File: src/rtl/core/slr_pkg.sv
`timescale 1ns / 1ps

package slr_pkg;

  localparam int AXIS_COUNT  = 6;
  localparam int VALUE_WIDTH = 16;
  localparam int EXT_WIDTH   = VALUE_WIDTH + 1;
  localparam int STEP_WIDTH  = 15;
  localparam int AGE_WIDTH   = 16;
  localparam int CFG_IDX_W   = 2;
  localparam int CFG_DATA_W  = 16;
  localparam int DATA_WIDTH  = AXIS_COUNT * VALUE_WIDTH;
  localparam int TDATA_WIDTH = ((DATA_WIDTH + 7) / 8) * 8;

  typedef logic signed [VALUE_WIDTH-1:0] value_t;
  typedef logic signed [EXT_WIDTH-1:0]   ext_t;
  typedef logic [STEP_WIDTH-1:0]         step_t;
  typedef logic [AGE_WIDTH-1:0]          age_t;

  localparam age_t AGE_MAX = '1;

  localparam step_t MAX_STEP_RST = STEP_WIDTH'(77);
  localparam step_t CUTOFF_RST   = STEP_WIDTH'(51);
  localparam age_t  TIMEOUT_RST  = AGE_WIDTH'(40);

  typedef enum logic [CFG_IDX_W-1:0] {
    RegMaxStep = 2'd0,
    RegCutoff  = 2'd1,
    RegTimeout = 2'd2
  } cfg_reg_e;

  typedef enum logic {
    ModeCommand = 1'b0,
    ModeTick    = 1'b1
  } mode_e;

  typedef struct packed {
    logic load;
    logic tick;
    logic clear;
  } lane_ctl_t;

endpackage

File: src/rtl/core/slr_lane.sv
`timescale 1ns / 1ps

module slr_lane (
  input  logic                clk_i,
  input  logic                rst_ni,
  input  slr_pkg::lane_ctl_t  ctl_i,
  input  slr_pkg::value_t     cmd_i,
  input  slr_pkg::step_t      max_step_i,
  input  slr_pkg::step_t      cutoff_i,
  output logic                nonzero_o,
  output slr_pkg::value_t     cur_next_o
);
  import slr_pkg::*;

  value_t tgt_q, tgt_d;
  value_t cur_q, cur_d;
  value_t tgt_eff;
  ext_t   diff, diff_mag, tgt_mag, lim, lim_neg, cut, step, sum;
  value_t slewed;

  always_comb begin
    tgt_eff  = ctl_i.clear ? '0 : tgt_q;
    diff     = ext_t'(tgt_eff) - ext_t'(cur_q);
    diff_mag = (diff < 0) ? -diff : diff;
    tgt_mag  = (tgt_eff < 0) ? -ext_t'(tgt_eff) : ext_t'(tgt_eff);
    lim      = ext_t'(max_step_i);
    lim_neg  = -lim;
    cut      = ext_t'(cutoff_i);
    if (diff > lim) begin
      step = lim;
    end else if (diff < lim_neg) begin
      step = lim_neg;
    end else begin
      step = diff;
    end
    sum    = ext_t'(cur_q) + step;
    slewed = sum[VALUE_WIDTH-1:0];
    if (diff_mag < cut) begin
      cur_next_o = (tgt_mag < cut) ? '0 : tgt_eff;
    end else begin
      cur_next_o = slewed;
    end
  end

  always_comb begin
    tgt_d = tgt_q;
    cur_d = cur_q;
    if (ctl_i.load) begin
      tgt_d = cmd_i;
    end else if (ctl_i.tick) begin
      tgt_d = tgt_eff;
      cur_d = cur_next_o;
    end
  end

  always_ff @(posedge clk_i or negedge rst_ni) begin
    if (!rst_ni) begin
      tgt_q <= '0;
      cur_q <= '0;
    end else begin
      tgt_q <= tgt_d;
      cur_q <= cur_d;
    end
  end

  assign nonzero_o = (tgt_q != '0);

endmodule

File: src/rtl/core/slr_ctrl.sv
`timescale 1ns / 1ps

module slr_ctrl (
  input  logic                          clk_i,
  input  logic                          rst_ni,
  input  logic                          accept_i,
  input  logic                          mode_i,
  input  logic [slr_pkg::AXIS_COUNT-1:0] nonzero_i,
  input  slr_pkg::age_t                 timeout_i,
  output slr_pkg::lane_ctl_t            ctl_o,
  output logic                          zeroed_o
);
  import slr_pkg::*;

  age_t age_q, age_d;
  age_t age_inc;

  always_comb begin
    age_inc     = (age_q == AGE_MAX) ? age_q : age_q + AGE_WIDTH'(1);
    ctl_o.load  = accept_i && (mode_i == ModeCommand);
    ctl_o.tick  = accept_i && (mode_i == ModeTick);
    ctl_o.clear = ctl_o.tick && (age_inc > timeout_i) && (|nonzero_i);
    zeroed_o    = ctl_o.clear;
    age_d       = age_q;
    if (ctl_o.load) begin
      age_d = '0;
    end else if (ctl_o.tick) begin
      age_d = age_inc;
    end
  end

  always_ff @(posedge clk_i or negedge rst_ni) begin
    if (!rst_ni) begin
      age_q <= '0;
    end else begin
      age_q <= age_d;
    end
  end

endmodule

File: src/rtl/core/six_axis_slew_limiter.sv
`timescale 1ns / 1ps
// A tick beat's result appears on the master side in the cycle after it is accepted.
// One beat per cycle unless the master stalls; six lanes and age counter update together.
// A command beat updates the targets and gives no result beat.
// Reset clears targets, the output valid flag and the age counter and loads the register
// defaults (max_step 77, cutoff 51, timeout_ticks 40); no clearing pass is needed.
module six_axis_slew_limiter (
  input  logic                               clk_i,
  input  logic                               rst_ni,
  input  logic                               cfg_valid_i,
  output logic                               cfg_ready_o,
  input  logic [slr_pkg::CFG_IDX_W-1:0]      cfg_index_i,
  input  logic [slr_pkg::CFG_DATA_W-1:0]     cfg_data_i,
  input  logic                               s_axis_tvalid_i,
  output logic                               s_axis_tready_o,
  // Fields from bit 0: cmd_lin_x, cmd_lin_y, cmd_lin_z, cmd_ang_x, cmd_ang_y, cmd_ang_z.
  input  logic [slr_pkg::TDATA_WIDTH-1:0]    s_axis_tdata_i,
  // Field: mode.
  input  logic                               s_axis_tuser_i,
  output logic                               m_axis_tvalid_o,
  input  logic                               m_axis_tready_i,
  // Fields from bit 0: out_lin_x, out_lin_y, out_lin_z, out_ang_x, out_ang_y, out_ang_z.
  output logic [slr_pkg::TDATA_WIDTH-1:0]    m_axis_tdata_o,
  // Field: zeroed_by_timeout.
  output logic                               m_axis_tuser_o
);
  import slr_pkg::*;

  step_t max_step_q, cutoff_q;
  age_t  timeout_q;

  logic                   in_accept;
  lane_ctl_t              lane_ctl;
  logic                   zeroed;
  logic [AXIS_COUNT-1:0]  nonzero;
  value_t                 cur_next [AXIS_COUNT];
  logic [TDATA_WIDTH-1:0] packed_next;

  logic                   out_valid_q;
  logic [TDATA_WIDTH-1:0] out_data_q;
  logic                   out_user_q;

  assign cfg_ready_o = 1'b1;

  always_ff @(posedge clk_i or negedge rst_ni) begin
    if (!rst_ni) begin
      max_step_q <= MAX_STEP_RST;
      cutoff_q   <= CUTOFF_RST;
      timeout_q  <= TIMEOUT_RST;
    end else if (cfg_valid_i && cfg_ready_o) begin
      unique case (cfg_reg_e'(cfg_index_i))
        RegMaxStep: max_step_q <= cfg_data_i[STEP_WIDTH-1:0];
        RegCutoff:  cutoff_q   <= cfg_data_i[STEP_WIDTH-1:0];
        RegTimeout: timeout_q  <= cfg_data_i[AGE_WIDTH-1:0];
        default: ;
      endcase
    end
  end

  // The output register frees up when its beat is taken in the same cycle.
  assign s_axis_tready_o = !out_valid_q || m_axis_tready_i;
  assign in_accept       = s_axis_tvalid_i && s_axis_tready_o;

  slr_ctrl u_ctrl (
    .clk_i     (clk_i),
    .rst_ni    (rst_ni),
    .accept_i  (in_accept),
    .mode_i    (s_axis_tuser_i),
    .nonzero_i (nonzero),
    .timeout_i (timeout_q),
    .ctl_o     (lane_ctl),
    .zeroed_o  (zeroed)
  );

  for (genvar g = 0; g < AXIS_COUNT; g++) begin : g_lane
    slr_lane u_lane (
      .clk_i      (clk_i),
      .rst_ni     (rst_ni),
      .ctl_i      (lane_ctl),
      .cmd_i      (s_axis_tdata_i[g*VALUE_WIDTH +: VALUE_WIDTH]),
      .max_step_i (max_step_q),
      .cutoff_i   (cutoff_q),
      .nonzero_o  (nonzero[g]),
      .cur_next_o (cur_next[g])
    );
  end

  always_comb begin
    packed_next = '0;
    for (int i = 0; i < AXIS_COUNT; i++) begin
      packed_next[i*VALUE_WIDTH +: VALUE_WIDTH] = cur_next[i];
    end
  end

  always_ff @(posedge clk_i or negedge rst_ni) begin
    if (!rst_ni) begin
      out_valid_q <= 1'b0;
    end else if (lane_ctl.tick) begin
      out_valid_q <= 1'b1;
    end else if (m_axis_tready_i) begin
      out_valid_q <= 1'b0;
    end
  end

  always_ff @(posedge clk_i) begin
    if (lane_ctl.tick) begin
      out_data_q <= packed_next;
      out_user_q <= zeroed;
    end
  end

  assign m_axis_tvalid_o = out_valid_q;
  assign m_axis_tdata_o  = out_data_q;
  assign m_axis_tuser_o  = out_user_q;

endmodule
File: config.mk
export PLATFORM = sky130hd
export DESIGN_NAME = six_axis_slew_limiter
export DESIGN_NICKNAME = d
export VERILOG_FILES = /design/src/rtl/core/slr_pkg.sv /design/src/rtl/core/slr_lane.sv /design/src/rtl/core/slr_ctrl.sv /design/src/rtl/core/six_axis_slew_limiter.sv
export SDC_FILE = /design/constraint.sdc
export NUM_CORES = 2
export LEC_CHECK = 0
export ABC_CLOCK_PERIOD_IN_PS = 13150
export BUFFER_PORTS_ARGS = -buffer_cell sky130_fd_sc_hd__buf_2
export CORE_MARGIN = 1
export CORE_UTILIZATION = 40
export DETAILED_ROUTE_END_ITERATION = 16
export GPL_ROUTABILITY_DRIVEN = 1
export GPL_TIMING_DRIVEN = 0
export SYNTH_ARGS = -nofsm -noshare
export SYNTH_HDL_FRONTEND = slang
export SYNTH_SLANG_ARGS = --single-unit
File: constraint.sdc
create_clock -name clk_i -period 13.15 [get_ports clk_i]
set_clock_uncertainty 0.1 [all_clocks]
set_input_delay 0.6575 -clock clk_i [delete_from_list [all_inputs] [get_ports clk_i]]
set_output_delay 0.6575 -clock clk_i [all_outputs]
set_load 0.05 [all_outputs]
==> metrics.cfg <==
[status]
status=complete, but fails checks
violations=max-capacitance violations, max-slew violations

[yosys]
synth_top_area_share_pct=18.7
yosysMostFrequentCell=ha_1
synth_fp_nets=5211
synth_top_cell_by_area=ha_1
yosysUniqueCellTypes=126
yosys_warnings=0
ys_ff_latch=352
yosysSeqAreaShare_pct=23.9
synth-edff-count=97
yosys-top-cells-count=ha_1 (582), nor2_1 (341), nand2_1 (313)
postSynthAreaPerCell_um2=8.66
ys.flop_type=dfrtp_1
synth_cells=4497
netlist_area_mm2=0.0390
synth_area_leaders=ha_1 (19%), dfrtp_1 (16%), edfxtp_1 (7.5%), o21ai_0 (3.9%), a21oi_1 (3.6%)
synthArstFlopShare_pct=72.4

[finish]
area_delta_synth_final_pct=11.6
nNetsFinal=5478
stdcell_count=6075
fin_util_pct=45.0
drive_gt1_share_pct=12.0

[sta]
post-route-period-util_pct=98.3
setup_ws_ns=0.218
tightestPinTransition_ns=1.52
period_minus_slack_ns=12.93
grt_setup_unrepaired=no
max-slew-margin-rel_pct=-2.21
hold_slack_ns=0.157
hold_viol=0
setup_viol=0
slew_viol_final=8
fmaxAchievable_mhz=77.3

[routing]
vias_per_cell=5.96
vias=36200
antenna_left=0
drc=0
drt_wl_total_um=149000
drtIter0Drc=3140
wl_per_cell_um=24.6
drt-pass1-iter-count=6

[critical_path]
end_kind=flip-flop
cpMaxStageDelayCell=nor4bb_2
crit_path_max_incr_delay_ns=0.95
worstPathArrival_ns=13.40
cp.required_ns=13.62
crit_fanout=18
crit_top_cell=a21oi_1
worst_setup_path_start_kind=flip-flop
crit_type=reg2reg

[die]
initial_core_util_pct=40.4
core_area_mm2=0.0966
die_w_um=314
fp-row-count=114
io_pins=220
die_h_um=314
die_area_mm2=0.0987

[clocking]
clock_latency_ns=0.63
clk_path_buf_depth=3
path_clk_slew_ns=0.07
cts.htree.levels=2
cts.sinks=352
cts_tree=built
cts_root_buffer=clkbuf_16
numCtsBuffers=43

[place]
placedCellCount=5996
hpwlAfterDp_um=112000
gp_routability_congestion=0.999
preCtsSetupSlack_ns=-1.76
portBuffers=217

[global_route]
grtUsageTotal_pct=29.4
grt_max_degree=113
first_global_vias=34200
grt.overflow.total=0
antenna_found_initial=7
grt_pass1_wl_um=218000

[run]
cap_violations=1

[worst_hold_path]
min_path_type=in2reg

worst paths after layout:
path	from	endpoint	slack, ns	cells past startpoint
setup reg to reg	g_lane[0].u_lane.tgt_q[2]	g_lane[2].u_lane.cur_q[15]	0.22	42
hold / removal	s_axis_tdata_i[86]	g_lane[5].u_lane.tgt_q[6]	0.16	2
hold reg to reg	timeout_q[6]	timeout_q[6]	0.41	1
min in group asynchronous	rst_ni	g_lane[5].u_lane.tgt_q[8]	0.45	2
setup / recovery	g_lane[0].u_lane.tgt_q[2]	g_lane[2].u_lane.cur_q[15]	0.22	42
max in group asynchronous	rst_ni	g_lane[3].u_lane.cur_q[1]	11.43	3
critical path: cells and delay by family, from the launching register on:
kind            cells  cell delay (ns)
mux                 2             0.48
compound gates     18             4.26
simple gates       10             3.86
flops               1             0.36
xor+xnor            2             0.73
buf+inv             6             1.67
fa+ha+maj           4             1.35
final cells by class:
cell class              instances  area, um2
diodes                          1       2.50
multi-input cells            3709      28100
plain buffers                 175        805
inverters                     257        967
clock inverters                23        235
flip-flops and latches        352       9310
clock buffers                  56       1210
well taps                    1276       1600
fillers                      9595      53100
repair buffers                226       1240
through the flow:
| step | cell area, um2 | TNS (ns) |
|---|---|---|
| after floorplan | 39000 | 0 |
| after global placement | 41600 | -78.81 |
| after detailed placement | 41800 | -58.54 |
| after CTS | 43300 | 0 |
| after global routing | 43500 | 0 |
| final | 43500 | 0 |
sequential cells by signal, summed over array words and instances, names as in the netlist:
signal / cells
u_ctrl.age_q: 16
g_lane.u_lane.cur_q: 96
m_axis_tuser_o: 1
cutoff_q: 15
m_axis_tvalid_o: 1
g_lane.u_lane.tgt_q: 96
m_axis_tdata_o: 96
timeout_q: 16
max_step_q: 15
repair_timing:
item / in CTS / in global routing
pin swaps: 0 / 1
hold buffers: 1 / 0
resized for setup: 12 / 44
endpoints found under the setup margin: 108 / 86
gates cloned: 0 / 0
buffers inserted: 0 / 2
hold endpoints to repair: 46 / 0
cells by family (layout without fill, tap and decap cells):
logic type	count (synthesis)	after routing	synth area share, %
buffers and inverters	436	737	4.50
AOI/OAI and AO/OA	1278	1278	22.1
DFF	352	352	23.9
and+or+nand+nor	1281	1281	16.4
xor gates and xnor gates	302	302	6.90
other	1	2	0.00962
adders and majority gates	594	594	19.3
muxes	253	253	6.95
routing by layer:
metal  part of all wire [%]  up-vias  track usage [%]
met5                  0.025        -                0
met4                    5.0        6             13.5
met3                    7.2      289             5.49
met2                     45     1328             47.1
met1                     43    17500             38.3
li1                       -    17100                -
layout by cell type, fill, tap and decap left out, types with 126 or more instances in the layout:
cell type,instances
a21oi_1,282
buf_2,231
clkbuf_1,131
dfrtp_1,245
ha_1,582
inv_1,249
mux2i_1,126
nand2_1,313
nor2_1,338
o21ai_0,302
xnor2_1,148
xor2_1,143
Power is not shown: default switching activity piles up to over one toggle a cycle in this logic, so the estimate is an artifact.
